<file path="config.mk">
export PLATFORM = sky130hd
export DESIGN_NAME = mwuf_queue
export DESIGN_NICKNAME = d
export VERILOG_FILES = /design/src/maze_wall_union_find_unit_assert.svh /design/src/mwuf_pkg.sv /design/src/mwuf_queue.sv
export SDC_FILE = /design/constraint.sdc
export NUM_CORES = 1
export LEC_CHECK = 0
export ABC_AREA = 0
export CAP_MARGIN = 10
export CELL_PAD_IN_SITES_DETAIL_PLACEMENT = 2
export CELL_PAD_IN_SITES_GLOBAL_PLACEMENT = 2
export CORE_MARGIN = 1.5
export CORE_UTILIZATION = 41
export CTS_CLUSTER_DIAMETER = 200
export CTS_CLUSTER_SIZE = 14
export DETAILED_ROUTE_END_ITERATION = 10
export DONT_BUFFER_PORTS = 1
export GPL_TIMING_DRIVEN = 1
export HOLD_SLACK_MARGIN = 0.06
export PLACE_DENSITY_LB_ADDON = 0.1
export SYNTH_ARGS = -nofsm -noshare
export SYNTH_HDL_FRONTEND = slang
export SYNTH_SLANG_ARGS = --single-unit
</file>
<file path="constraint.sdc">
create_clock -name clk_i -period 1.29 [get_ports clk_i]
set_input_delay 0.129 -clock clk_i [delete_from_list [all_inputs] [get_ports clk_i]]
set_output_delay 0.129 -clock clk_i [all_outputs]
set_load 0.05 [all_outputs]
</file>
<file path="src/maze_wall_union_find_unit_assert.svh">
// Assertion macros for the maze wall union-find unit.
// Each macro expects clk_i and rst_ni in scope at the place of use.
`ifndef MAZE_WALL_UNION_FIND_UNIT_ASSERT_SVH
`define MAZE_WALL_UNION_FIND_UNIT_ASSERT_SVH

`ifndef NO_ASSERTIONS

// Same-cycle implication, checked outside reset.
`define MWUF_ASSERT_IMPL(lbl, ante, cons, msg) \
  lbl: assert property (@(posedge clk_i) disable iff (!rst_ni) (ante) |-> (cons)) \
    else $error(msg);

// Next-cycle implication, checked outside reset.
`define MWUF_ASSERT_NEXT(lbl, ante, cons, msg) \
  lbl: assert property (@(posedge clk_i) disable iff (!rst_ni) (ante) |=> (cons)) \
    else $error(msg);

`else

`define MWUF_ASSERT_IMPL(lbl, ante, cons, msg)
`define MWUF_ASSERT_NEXT(lbl, ante, cons, msg)

`endif

`endif

</file>
<file path="src/mwuf_pkg.sv">
package mwuf_pkg;

  localparam int FIELD_W     = 7;
  localparam int FIELD_RST   = 16;
  localparam int CFG_IDX_W   = 1;
  localparam int CFG_DATA_W  = 7;
  localparam int IN_DATA_W   = 16;
  localparam int OUT_DATA_W  = 8;
  localparam int QUEUE_DEPTH = 2;

  typedef enum logic [CFG_IDX_W-1:0] {
    REG_FIELD_WIDTH  = 1'b0,
    REG_FIELD_HEIGHT = 1'b1
  } cfg_reg_e;

  typedef enum logic {
    CMD_START = 1'b0,
    CMD_WALL  = 1'b1
  } cmd_e;

  // What the back end has to do with a queued item.
  typedef enum logic [1:0] {
    OP_START,
    OP_FIXED,
    OP_WALL
  } op_e;

  typedef enum logic [1:0] {
    ST_CLEAR,
    ST_IDLE,
    ST_FIND_A,
    ST_FIND_B
  } back_state_e;

  typedef struct packed {
    op_e  op;
    logic kept;
    logic oor;
  } item_ctl_t;

  localparam int CTL_W = $bits(item_ctl_t);

  typedef struct packed {
    logic init_busy;
    logic pop;
  } back_status_t;

endpackage

</file>
<file path="src/mwuf_queue.sv">
module mwuf_queue #(
  parameter int DATA_W = 8
) (
  input  logic              clk_i,
  input  logic              rst_ni,
  input  logic              push_i,
  input  logic [DATA_W-1:0] push_data_i,
  input  logic              pop_i,
  output logic [DATA_W-1:0] pop_data_o,
  output logic              empty_o,
  output logic              full_o
);

  localparam int DEPTH = mwuf_pkg::QUEUE_DEPTH;
  localparam int PTR_W = (DEPTH > 1) ? $clog2(DEPTH) : 1;
  localparam int CNT_W = $clog2(DEPTH + 1);

  logic [DATA_W-1:0] slots_q [DEPTH];
  logic [PTR_W-1:0]  wr_ptr_q, wr_ptr_d;
  logic [PTR_W-1:0]  rd_ptr_q, rd_ptr_d;
  logic [CNT_W-1:0]  count_q, count_d;

  assign empty_o    = (count_q == '0);
  assign full_o     = (count_q == CNT_W'(DEPTH));
  assign pop_data_o = slots_q[rd_ptr_q];

  always_comb begin
    wr_ptr_d = wr_ptr_q;
    rd_ptr_d = rd_ptr_q;
    count_d  = count_q;
    if (push_i) begin
      wr_ptr_d = (wr_ptr_q == PTR_W'(DEPTH - 1)) ? '0 : wr_ptr_q + 1'b1;
    end
    if (pop_i) begin
      rd_ptr_d = (rd_ptr_q == PTR_W'(DEPTH - 1)) ? '0 : rd_ptr_q + 1'b1;
    end
    if (push_i && !pop_i) begin
      count_d = count_q + 1'b1;
    end else if (pop_i && !push_i) begin
      count_d = count_q - 1'b1;
    end
  end

  always_ff @(posedge clk_i or negedge rst_ni) begin
    if (!rst_ni) begin
      wr_ptr_q <= '0;
      rd_ptr_q <= '0;
      count_q  <= '0;
    end else begin
      wr_ptr_q <= wr_ptr_d;
      rd_ptr_q <= rd_ptr_d;
      count_q  <= count_d;
    end
  end

  always_ff @(posedge clk_i) begin
    if (push_i) begin
      slots_q[wr_ptr_q] <= push_data_i;
    end
  end

endmodule

</file>
======== Yosys cells after proc, flatten, opt, wreduce, memory -nomap -nowiden ========
Memories as Yosys holds them, arrays and structs flattened.
Cells that the tools add are included.
storage, ports and cells
  register bits after elaboration ......... 4
  memory bits (writable) .................. 16
  input port bits ......................... 12
  output and inout port bits .............. 10
  memories kept ........................... 1
operators by class
  $add $sub $neg .......................... 4
  equal/unequal tests ..................... 1
  mux-type cells .......................... 6
  reductions and logical operators ........ 6
memories
  memory   depth  bits a word  rd ports  clocked after memory_dff  wr ports  RTL line          source
  slots_q  2      8            1         0                         1         mwuf_queue.sv:18  logic [DATA_W-1:0] slots_q [DEPTH];
operator list
  operator                                           number
  2-to-1 mux 1 bit                                   4
  2-to-1 mux 2 bit                                   2
  adder 1 bit (second input constant)                2
  adder 2 x 1 -> 2 bit (second input constant)       1
  equality test 2 bit (second input constant)        1
  logical AND 1 bit                                  2
  logical NOT 1 bit                                  2
  logical NOT 2 bit                                  1
  nonzero test 2 bit                                 1
  subtractor 2 x 1 -> 2 bit (second input constant)  1

======== Depth between registers and ports, before layout ========
  word-level depth ........................ 4
  gate-level depth with buffers ........... 5
  gate-level depth less buffers ........... 5

======== Worst setup path before layout ========
No wires, ideal clock.
  path kind ............................... register to output
  start ................................... register count_q[0]
  end ..................................... output port empty_o
  arrival ................................. 1.055 ns
  required time ........................... 1.161 ns
  setup slack ............................. 0.106 ns
  stages on the path, launching flop included .. 2
  path buffers ............................ 0
  cells stage by stage .................... dfrtp_1 -> nor2_1
on the way
  word-level cells in the longest chain between the ends .. 1
ends and longest elaborated chain
  element                   RTL line          source
  start: declaration        mwuf_queue.sv:21  logic [CNT_W-1:0] count_q, count_d;
  start signal: assignment  mwuf_queue.sv:52  count_q <= count_d;
  logical NOT 2 bit         mwuf_queue.sv:23  assign empty_o = (count_q == '0);
  end: declaration          mwuf_queue.sv:10  output logic empty_o,
Every way passes these cells.

======== Final worst setup path ========
  start ................................... register rd_ptr_q
  end ..................................... output port pop_data_o[4]
on the way
  word-level cells in the longest chain between the ends .. 1
ends and longest elaborated chain
  element                   RTL line          source
  start: declaration        mwuf_queue.sv:20  logic [PTR_W-1:0] rd_ptr_q, rd_ptr_d;
  start signal: assignment  mwuf_queue.sv:51  rd_ptr_q <= rd_ptr_d;
  memory (2 x 8 bit)        --
  end: declaration          mwuf_queue.sv:9   output logic [DATA_W-1:0] pop_data_o,
Every way passes these cells.

==> flow_summary_export.csv <==
group,metric,value,unit
timing,finalSetupViolations,8,
pwr,peakVddDrop,1130,µV
die,start_util,44.2,%
critical_path,worst-path-buf-inv,1,
place,dp_worst_setup_slack,86.8,ps
synthesis,ys_top_cells_by_area,"edfxtp_1 62%, dfrtp_1 13%, mux2_2 12%",
die,die_height,46.4,µm
pwr,p_per_area,2390,nW/µm²
synthesis,ys_seq_area_share,75.3,%
timing,slew-limit-headroom,74.8,%
critical_path,reg2reg_depth,1,
timing,slew_violations,0,
cells_and_area,antenna_cells,0,
cts,insertion_delay,280,ps
cts,clockBufferDepth,2,
grt,grt_pass1_wl,2.15,mm
cts,htreeDepth,1,
synthesis,synth-main-ff-cell,"edfxtp_1",
die,die_w,46.4,µm
critical_path,path_cells,"buf_6 -> mux2_4",
detailed_routing,vias_per_cell,4.60,
cts,cts.clk_slew.worst_paths,100,ps
synthesis,synth.avg_cell_area,18.8,µm²
detailed_routing,dr.pass1.iters,2,
detailed_routing,wl,1.33,mm
synthesis,synth_common_cells,"16 x edfxtp_1, 8 x mux2_2, 4 x dfrtp_1, 4 x xor2_1, 2 x nor2_1",
status,violations,"negative setup slack",
place,dp_cells,68,
cts,cts_sinks,20,
synthesis,syn_inst,41,
critical_path,worst_ep_required_time,1160,ps
grt,grt.total_usage,15.3,%
cells_and_area,final_cells,87,
timing,worst_pin_slew,377,ps
cells_and_area,nets,76,
synthesis,synth_nets,54,
cts,cts_buffers,3,
critical_path,rr_startpoint,"wr_ptr_q$_DFFE_PN0P_",
grt,grt_max_degree,12,
cells_and_area,fin_area,1020,µm²
min_path,whs_endpoint,"count_q[0]$_DFFE_PN0P_",
place,place.gp.congestion,0.626,
die,coreArea,1750,µm²
cts,cts_tree,"done",
detailed_routing,vias,400,
critical_path,r2r_slack,200,ps
min_path,hp-class,"primary input to flop",
detailed_routing,drtAntennaViolNets,0,
synthesis,synth_fa_ha_area_share,1.62,%
timing,rsz0062_at_grt,"yes",
synthesis,yosysWarnings,0,
place,portBuffers,0,
timing,finalClockSkew,1.19,ps
grt,grt_pass1_vias,490,
pwr,leakagePower,0.409,nW
timing,hold_viol,0,
critical_path,crit_family,"flip-flops",
place,dpl_cell_area,813,µm²
critical_path,r2r-end,"slots_q[1][2]$_DFFE_PP_",
critical_path,crit_type,"flop to output pin",
die,num_io_pins,22,
detailed_routing,first_iter_violations,4,
synthesis,synth.area.mux_share,11.7,%
critical_path,crit_slowest_cell,"dfrtp_2",
die,die_area,2150,µm²
synthesis,ys_ff_latch,20,
job,drv_cap,0,
cells_and_area,nFillCells,154,
synthesis,syn_area,771,µm²
timing,fin_crit,1380,ps
cells_and_area,seqCellArea,582,µm²
synthesis,synth_compound_area_share,0,%
critical_path,slowest_delay,450,ps
critical_path,worstPathArrival,1250,ps
synthesis,synth_cell_type_count,12,
status,run_status,"finished with violations",
timing,clock.fmax,724,MHz
critical_path,start_kind,"flop",
critical_path,worst_setup_path_end_kind,"output pin",
min_path,worstHoldPathCells,2,
cells_and_area,drive_gt1_share,32.3,%
detailed_routing,drc,0,
timing,setup_slack,-92.0,ps
grt,grt_overflow,0,
cells_and_area,area_delta_synth_final,32.8,%
synthesis,synth_xor_area_share,5.68,%
cts,cts_root_buffer,"clkbuf_4",
grt,antenna_found_initial,0,
critical_path,critPathMaxFanout,4,
synthesis,yosys.area_share.simple,3.73,%
pwr,power,2.45,mW
synthesis,yosys.area.top_type,"edfxtp_1",
synthesis,synth_top_family_by_area,"multiplexers",
place,place_hpwl,855,µm
detailed_routing,wire_per_inst,15.3,µm
timing,hold_ws,79.0,ps
synthesis,yosysMostFrequentCell,"edfxtp_1",
min_path,min-delay-start,"push_i",
synthesis,ys_async_sr_fraction,20.0,%
synthesis,yosys.area.top_type_share,62.3,%
timing,finalCritPeriodShare,107,%
die,num_rows,15,
cells_and_area,multiInputGateArea,206,µm²
synthesis,synth_edf_count,16,
## cell type report
| cell class | instances | area share [%] |
|---|---|---|
| clock buffer | 3 | 2.20 |
| multi-input combinational | 19 | 20.2 |
| timing repair buffer | 18 | 17.0 |
| inverter | 1 | 0.367 |
| sequential | 20 | 56.8 |
| clock inverter | 1 | 0.367 |
| tap | 25 | 3.06 |
## worst max-delay path by stage
| stage | start | end | slack, ps | depth (start not counted) |
|---|---|---|---|---|
| 3_3_place_gp | rd_ptr_q$_DFFE_PN0P_ | pop_data_o[0] | 120 | 1 |
| 2_1_floorplan | count_q[0]$_DFFE_PN0P_ | empty_o | 110 | 1 |
| 3_5_place_dp | rd_ptr_q$_DFFE_PN0P_ | pop_data_o[0] | 90 | 1 |
| 4_1_cts | rd_ptr_q$_DFFE_PN0P_ | pop_data_o[2] | -100 | 2 |
| 6_report | rd_ptr_q$_DFFE_PN0P_ | pop_data_o[4] | -90 | 2 |
| 5_1_grt | rd_ptr_q$_DFFE_PN0P_ | pop_data_o[4] | -140 | 2 |
## per-stage QoR
step                      TNS [ps]  utilization (%)
after floorplan                  0                -
after global placement           0             46.6
after detailed placement         0             46.6
after CTS                     -747             58.6
after global routing         -1100             58.6
final                         -678             58.6
## per-layer routing
layer,vias up,track usage [%],wire length (µm)
met1,198,17.5,541
li1,188,-,-
met2,12,27.5,744
met3,2,2.75,42
met5,-,0,0
met4,0,6.86,4
## layout by cell type, fill, tap and decap left out
cell type / netlist / final
buf_4: 0 / 4
edfxtp_1: 16 / 16
mux2_4: 0 / 8
buf_6: 1 / 3
and2b_4: 0 / 1
xnor2_1: 1 / 1
ha_1: 1 / 1
clkbuf_4: 0 / 3
and2_1: 1 / 1
nor2_1: 2 / 2
inv_1: 1 / 1
nor2b_1: 1 / 1
xor2_1: 4 / 4
dlygate4sd3_1: 0 / 11
dfrtp_1: 4 / 3
clkinv_1: 0 / 1
dfrtp_2: 0 / 1
## report_power, final
part           switching (mW)  leakage (nW)  internal [mW]
Clock                   0.171        0.0154          0.112
Combinational           0.735         0.197          0.449
Sequential             0.0969         0.196          0.881
## flip-flops by register name, indices dropped and copies added, names as in the netlist
register / count
rd_ptr_q: 1
count_q: 2
wr_ptr_q: 1
slots_q: 16
## logic make-up after synthesis
| family | Yosys count |
|---|---|
| flops | 20 |
| mux | 8 |
| xor+xnor | 5 |
| simple gates | 5 |
| buf+inv | 2 |
| fa+ha+maj | 1 |
## what timing repair did
item,CTS,global route
gates cloned,0,0
hold buffers,11,0
resized for setup,13,1
setup buffers,4,0
setup endpoints to repair,8,9
hold endpoints to repair,22,0
Note: power is estimated with default switching activity, not from simulation.
