`src/maze_wall_union_find_unit_assert.svh`:
```
// Assertion macros for the maze wall union-find unit.
// Each macro expects clk_i and rst_ni in scope at the place of use.
`ifndef MAZE_WALL_UNION_FIND_UNIT_ASSERT_SVH
`define MAZE_WALL_UNION_FIND_UNIT_ASSERT_SVH

`ifndef NO_ASSERTIONS

// Same-cycle implication, checked outside reset.
`define MWUF_ASSERT_IMPL(lbl, ante, cons, msg) \
  lbl: assert property (@(posedge clk_i) disable iff (!rst_ni) (ante) |-> (cons)) \
    else $error(msg);

// Next-cycle implication, checked outside reset.
`define MWUF_ASSERT_NEXT(lbl, ante, cons, msg) \
  lbl: assert property (@(posedge clk_i) disable iff (!rst_ni) (ante) |=> (cons)) \
    else $error(msg);

`else

`define MWUF_ASSERT_IMPL(lbl, ante, cons, msg)
`define MWUF_ASSERT_NEXT(lbl, ante, cons, msg)

`endif

`endif

```
`src/mwuf_pkg.sv`:
```
package mwuf_pkg;

  localparam int FIELD_W     = 7;
  localparam int FIELD_RST   = 16;
  localparam int CFG_IDX_W   = 1;
  localparam int CFG_DATA_W  = 7;
  localparam int IN_DATA_W   = 16;
  localparam int OUT_DATA_W  = 8;
  localparam int QUEUE_DEPTH = 2;

  typedef enum logic [CFG_IDX_W-1:0] {
    REG_FIELD_WIDTH  = 1'b0,
    REG_FIELD_HEIGHT = 1'b1
  } cfg_reg_e;

  typedef enum logic {
    CMD_START = 1'b0,
    CMD_WALL  = 1'b1
  } cmd_e;

  // What the back end has to do with a queued item.
  typedef enum logic [1:0] {
    OP_START,
    OP_FIXED,
    OP_WALL
  } op_e;

  typedef enum logic [1:0] {
    ST_CLEAR,
    ST_IDLE,
    ST_FIND_A,
    ST_FIND_B
  } back_state_e;

  typedef struct packed {
    op_e  op;
    logic kept;
    logic oor;
  } item_ctl_t;

  localparam int CTL_W = $bits(item_ctl_t);

  typedef struct packed {
    logic init_busy;
    logic pop;
  } back_status_t;

endpackage

```
`src/mwuf_front.sv`:
```
module mwuf_front #(
  parameter int MAX_WIDTH  = 64,
  parameter int MAX_HEIGHT = 64,
  parameter int CELL_W     = 12
) (
  input  logic                                clk_i,
  input  logic                                rst_ni,
  input  logic                                cfg_we_i,
  input  logic [mwuf_pkg::CFG_IDX_W-1:0]      cfg_index_i,
  input  logic [mwuf_pkg::CFG_DATA_W-1:0]     cfg_data_i,
  input  logic                                in_valid_i,
  output logic                                in_ready_o,
  input  logic                                cmd_i,
  input  logic [mwuf_pkg::FIELD_W-1:0]        wall_x_i,
  input  logic [mwuf_pkg::FIELD_W-1:0]        wall_y_i,
  input  logic                                vertical_i,
  input  mwuf_pkg::back_status_t              status_i,
  input  logic                                q_full_i,
  output logic                                push_o,
  output logic [mwuf_pkg::CTL_W+2*CELL_W-1:0] push_data_o
);

  localparam int FW = mwuf_pkg::FIELD_W;
  localparam logic [FW-1:0] WIDTH_RST =
    FW'((MAX_WIDTH < mwuf_pkg::FIELD_RST) ? MAX_WIDTH : mwuf_pkg::FIELD_RST);
  localparam logic [FW-1:0] HEIGHT_RST =
    FW'((MAX_HEIGHT < mwuf_pkg::FIELD_RST) ? MAX_HEIGHT : mwuf_pkg::FIELD_RST);

  logic [FW-1:0]       field_width_q, field_width_d;
  logic [FW-1:0]       field_height_q, field_height_d;
  logic [FW-1:0]       width_clamped, height_clamped;
  mwuf_pkg::item_ctl_t ctl;
  logic [CELL_W-1:0]   cell_a, cell_b;

  // Register writes: zero reads as one, anything above the maximum as the maximum.
  always_comb begin
    if (cfg_data_i == '0) begin
      width_clamped  = FW'(1);
      height_clamped = FW'(1);
    end else begin
      width_clamped  = (int'(cfg_data_i) > MAX_WIDTH) ? FW'(MAX_WIDTH) : cfg_data_i;
      height_clamped = (int'(cfg_data_i) > MAX_HEIGHT) ? FW'(MAX_HEIGHT) : cfg_data_i;
    end
    field_width_d  = field_width_q;
    field_height_d = field_height_q;
    if (cfg_we_i) begin
      case (mwuf_pkg::cfg_reg_e'(cfg_index_i))
        mwuf_pkg::REG_FIELD_WIDTH:  field_width_d  = width_clamped;
        mwuf_pkg::REG_FIELD_HEIGHT: field_height_d = height_clamped;
        default: ;
      endcase
    end
  end

  always_ff @(posedge clk_i or negedge rst_ni) begin
    if (!rst_ni) begin
      field_width_q  <= WIDTH_RST;
      field_height_q <= HEIGHT_RST;
    end else begin
      field_width_q  <= field_width_d;
      field_height_q <= field_height_d;
    end
  end

  // The lower or right cell sits at (x, y); the other one is above or to its left.
  always_comb begin
    cell_b = CELL_W'(wall_y_i) * CELL_W'(MAX_WIDTH) + CELL_W'(wall_x_i);
    cell_a = vertical_i ? (cell_b - CELL_W'(1)) : (cell_b - CELL_W'(MAX_WIDTH));
    ctl.op   = mwuf_pkg::OP_WALL;
    ctl.kept = 1'b0;
    ctl.oor  = 1'b0;
    if (mwuf_pkg::cmd_e'(cmd_i) == mwuf_pkg::CMD_START) begin
      ctl.op = mwuf_pkg::OP_START;
    end else if (!vertical_i) begin
      if (wall_x_i >= field_width_q || wall_y_i > field_height_q) begin
        ctl.op   = mwuf_pkg::OP_FIXED;
        ctl.kept = 1'b1;
        ctl.oor  = 1'b1;
      end else if (wall_y_i == '0 || wall_y_i == field_height_q) begin
        ctl.op   = mwuf_pkg::OP_FIXED;
        ctl.kept = 1'b1;
      end
    end else begin
      if (wall_x_i > field_width_q || wall_y_i >= field_height_q) begin
        ctl.op   = mwuf_pkg::OP_FIXED;
        ctl.kept = 1'b1;
        ctl.oor  = 1'b1;
      end else if (wall_x_i == '0 || wall_x_i == field_width_q) begin
        ctl.op   = mwuf_pkg::OP_FIXED;
        ctl.kept = 1'b1;
      end
    end
  end

  assign in_ready_o  = !q_full_i && !status_i.init_busy;
  assign push_o      = in_valid_i && in_ready_o;
  assign push_data_o = {ctl, cell_a, cell_b};

endmodule

```
`config.mk`:
```
export PLATFORM = sky130hd
export DESIGN_NAME = mwuf_front
export DESIGN_NICKNAME = d
export VERILOG_FILES = /design/src/maze_wall_union_find_unit_assert.svh /design/src/mwuf_pkg.sv /design/src/mwuf_front.sv
export SDC_FILE = /design/constraint.sdc
export NUM_CORES = 1
export LEC_CHECK = 0
export ABC_AREA = 1
export BUFFER_PORTS_ARGS = -buffer_cell sky130_fd_sc_hd__buf_2
export CORE_MARGIN = 5
export CORE_UTILIZATION = 53
export DETAILED_ROUTE_END_ITERATION = 10
export PLACE_DENSITY = 0.95
export SETUP_SLACK_MARGIN = 0.02
export SLEW_MARGIN = 20
export SYNTH_ARGS = -nofsm -noshare
export SYNTH_HDL_FRONTEND = slang
export SYNTH_SLANG_ARGS = --single-unit
```
`constraint.sdc`:
```
create_clock -name clk_i -period 5.05 [get_ports clk_i]
set_input_delay 1.2625 -clock clk_i [delete_from_list [all_inputs] [get_ports clk_i]]
set_output_delay 1.2625 -clock clk_i [all_outputs]
set_load 0.1 [all_outputs]
```
# Yosys cells after proc, flatten, opt, wreduce, memory -nomap -nowiden
# Index checks and enable logic that the tools add are counted.
# W data, S select, Z words.
# word_totals
ff_bits	14
inputBits	31
out_inout_bits	30
elab_cells	38
# op_classes
addsub	3
n_lt_le_gt_ge	5
eq_ne	2
n_mux	12
bitwise	1
n_reduce_logical	13
# ops
operator	n
$logic_not A7 Y1	3
$eq A7 B7 Y1	2
$ge A7 B7 Y1	2
$gt A7 B7 Y1	2
$mux W7	2
$add A12 B7 Y12	1
$mux W12	1
$mux W3	4
$sub A12 B1 Y12 const B	1
$sub A12 B7 Y12 const B	1
$gt A7 B7 Y1 const B	1
$logic_or A1 B1 Y1	4
$mux W2	2
$mux W4	1
$reduce_and A2 Y1	2
$logic_and A1 B1 Y1	2
$logic_not A1 Y1	2
$mux W1	2
$not A1 Y1	1

# Longest topological paths before layout
# depth
depth_word	6
mapped_depth	12
depth_no_buf	11

# Worst setup path after synthesis
# Ideal clock, no wire load.
# synth_timing
path_kind	input port to output port
start	in wall_x_i[6] in the netlist's numbering
end	out push_data_o[21] in the netlist's numbering
t_arrival_ps	4900
required_time_ps	3788
path_slack_ps	-1113
path_stages	6
path_buffers	0
path_cell_list	ha_1 ha_1 xor2_1 inv_2 nand4_1 xor2_1
# synth_between
elab_chain_len	3
word_cells_on_any_way	4
classes_between	add/sub: 3; mux: 1
# synth_lines
item	line_no	text
start: declaration	mwuf_front.sv:14	input logic [mwuf_pkg::FIELD_W-1:0] wall_x_i,
$add A12 B7 Y12 (*)	mwuf_front.sv:67	cell_b = CELL_W'(wall_y_i) * CELL_W'(MAX_WIDTH) + CELL_W'(wall_x_i);
via push_data_o, one bit	mwuf_front.sv:20	output logic [mwuf_pkg::CTL_W+2*CELL_W-1:0] push_data_o
$sub A12 B7 Y12 or $sub A12 B1 Y12 (tied branches)	mwuf_front.sv:68	cell_a = vertical_i ? (cell_b - CELL_W'(1)) : (cell_b - CELL_W'(MAX_WIDTH));
$mux W12 (*)	mwuf_front.sv:68	
end: declaration	mwuf_front.sv:20	
# Mark *: on every way through the listed nets, which the timed path passes. The rest lies on a longest branch.

# Worst setup path after layout
# layout_timing
start	in wall_x_i[6] in the netlist's numbering
end	out push_data_o[22] in the netlist's numbering
# layout_between
elab_chain_len	3
word_cells_on_any_way	4
classes_between	add/sub: 3; mux: 1
# layout_lines
item	line_no
$add A12 B7 Y12 (*)	mwuf_front.sv:67
$sub A12 B7 Y12 or $sub A12 B1 Y12 (tied branches)	mwuf_front.sv:68
$mux W12 (*)	mwuf_front.sv:68
# Every way passes the cells marked *; elsewhere a longest branch is shown, timed or not.

==> key figures <==
Clock tree
  • Worst skew pair latency: 0.28 ns
  • Total setup buffers inserted after CTS: 0
  • H-tree Lvls: 1
  • Clock Path Buffers: 2
  • Post-cts sizing count: 0
  • CTS tree: yes
  • Root buf cell: clkbuf_4
  • CTS buffer count: 3
  • Hold bufs inserted after CTS: 0
  • Clock sink total: 14
  • Reg clk slew, reported paths: 0.08 ns

Power
  • Max IR drop VDD: 0.219 mV
  • PD cells: 284 mW/mm²
  • Leakage: 0.00108 µW

Run
  • Max-cap violations: 0

Status
  • Status: complete, no violations

Global route
  • Global Route Usage Sum: 17.6%
  • Vias in the first global route: 1,479
  • Global-route wire length before repair: 5.91 mm
  • Initial antenna violation count: 0
  • Largest net degree at the start of global routing: 15
  • GR Overflow Total: 0

Final layout
  • Antenna diodes: 0
  • Final core occ: 68.6%
  • Area growth syn-to-layout: 24.2%
  • Fill count: 247
  • Seq. cell area: 353 µm²
  • Nets: 332
  • Multi-input logic area: 993 µm²
  • Share of layout cells above drive strength 1: 28.2%

STA
  • Final hold violation count: 0
  • F_max: 230 MHz
  • RSZ-0062 raised after global routing: false
  • Worst Skew: 0 ns
  • Worst-margin pin slew: 0.531 ns
  • Fin crit share: 86.0%
  • Max-slew violations: 0
  • Final setup fails: 0
  • Setup TNS: 0 ns
  • Worst rel slew slack: 64.4%
  • Final worst path period need: 4.34 ns

Die
  • Die width: 63.6 µm
  • IO Pins: 61
  • Die Y: 63.6 µm
  • Total Die Area: 0.00405 mm²
  • Core box area: 0.00276 mm²
  • Initial Utilization: 55.3%
  • Core Rows: 19

Drt
  • Via count: 1,533
  • Post-DRT Antenna Nets: 0
  • Met3 Wirelength: 262 µm
  • Max Used Layer: met4
  • Iteration-0 DRC Markers: 37
  • Drt total wl: 3.45 mm
  • First-pass DRT Iterations: 4
  • Vias per inst: 4.93
  • DR WL met2: 1.65 mm
  • Routed length per instance: 11.1 µm
  • DRC Markers: 0
  • Routed length on met1: 1.47 mm

Worst setup path
  • CP required: 3.79 ns
  • Crit start category: input pin
  • Worst EP arrival: 3.08 ns
  • Endpoint class of the critical path: output port
  • WS Path Type: in2out
  • CP max FO: 5

Place
  • Placed wire-length estimate: 3.06 mm
  • Port Buffers: 59
  • GP Congestion: 0.806

Logic synthesis
  • Yosys top cell by area: dfrtp_1
  • Syn nets: 277
  • Dominant cells by area after synthesis: dfrtp_1, ha_1, nand2_1, inv_1, xor2_1
  • Syn. warnings: 0
  • Synth top area share: 19.7%
  • Post-Syn Area: 0.00152 mm²
  • Avg Synthesized Cell Area: 6.74 µm²
  • Post-synthesis sequential area ratio: 23.2%
  • Synth unique cells: 26
  • Seq cells post-synth: 14
  • Mapped Cells: 226

Worst hold path
  • HP Class: reg2reg
-- path summary, 6_finish.rpt --
path                              startpoint  cells after the start  slack [ns]                end
setup / recovery                 wall_x_i[6]                      9        0.71    push_data_o[22]
hold reg to reg             field_width_q[4]                      2        0.51   field_width_q[4]
max in group asynchronous             rst_ni                      1        3.90   field_width_q[4]
min in group asynchronous             rst_ni                      1        0.86  field_height_q[0]
setup reg to reg           field_height_q[4]                      2        4.31  field_height_q[4]
hold / removal              field_width_q[4]                      2        0.51   field_width_q[4]
-- cells in the mapped netlist --
cell and count:
clkbuf_1 2, nor3_1 2, nand4_1 3, o21ai_2 1, nor2_2 1, dfstp_2 2
o21a_1 2, nor3_2 1, o21ai_0 16, nor2_1 19, nand3_2 1, clkinv_1 1
ha_1 20, or2_1 1, nor3b_1 1, xor2_1 13, nand3_1 13, dfrtp_1 12
inv_1 42, clkbuf_2 1, buf_4 7, xor2_2 1, a21oi_1 7, inv_2 2
mux2i_1 1, nand2_1 54
-- per-stage QoR --
| stage | hold slack (ns) | instance area, µm² | cells | setup slack (ns) | power, µW |
|---|---|---|---|---|---|
| global placement | 0.480 | 1860 | 307 | 0.752 | 454 |
| finish | 0.507 | 1890 | 311 | 0.709 | 537 |
| detailed placement | 0.498 | 1860 | 307 | 0.695 | 462 |
| CTS | 0.511 | 1890 | 311 | 0.693 | 541 |
| floorplan | 0.457 | 1580 | 226 | -0.0623 | 405 |
| global route | 0.544 | 1890 | 311 | 0.629 | 572 |
-- power breakdown --
group / switching (µW) / total [µW] / internal [µW] / leakage, µW
combinational: 259 / 328 / 69.2 / 0.000883
sequential: 4.38 / 130 / 126 / 0.000176
clock: 35.0 / 78.9 / 43.8 / 0.0000210
-- kinds of logic (layout without fill, tap and decap cells) --
group                      count (synthesis)  in the layout  synth area share (%)
muxes                                      1              1                 0.657
buffers and inverters                     55            109                  15.4
xor gates and xnor gates                  14             14                  8.54
adders and majority gates                 20             20                  16.4
and+or+nand+nor                           96             96                  26.8
AOI/OAI and AO/OA                         26             26                  9.11
DFF                                       14             14                  23.2
-- flip-flops by register name, indices dropped and copies added, names as in the netlist --
| register | flops |
|---|---|
| field_width_q | 7 |
| field_height_q | 7 |
-- per-layer routing --
layer | global-route usage [%] | up-vias
met1 | 21.3 | 658
met5 | 0 | -
met3 | 1.24 | 9
met2 | 32.2 | 61
li1 | - | 805
met4 | 5.97 | 0
-- critical path, cell delays in order --
cell,delay (ns)
buf_2,0.13
ha_1,0.20
ha_1,0.29
inv_1,0.10
ha_1,0.19
nand3_1,0.10
nand4_1,0.19
xor2_4,0.18
buf_2,0.43
-- cells in the final DEF (no fill, tap or decap), drive strengths merged --
cell / synthesis / final
buf: 7 / 60
nand2: 54 / 54
inv: 44 / 44
ha: 20 / 20
nor2: 20 / 20
o21ai: 17 / 17
nand3: 14 / 14
xor2: 14 / 14
dfrtp: 12 / 12
a21oi: 7 / 7
clkbuf: 3 / 4
nand4: 3 / 3
nor3: 3 / 3
o21a: 2 / 2
dfstp: 2 / 2
or2: 1 / 1
mux2i: 1 / 1
nor3b: 1 / 1
clkinv: 1 / 1
-- cell type report --
type / count / share of cell area [%]
flip-flops and latches: 14 / 18.6
inverters: 45 / 8.92
repair buffers: 60 / 16.0
well taps: 31 / 2.05
multi-input cells: 157 / 52.5
clock buffers: 4 / 1.92
Power figures use the tool's default switching activity.
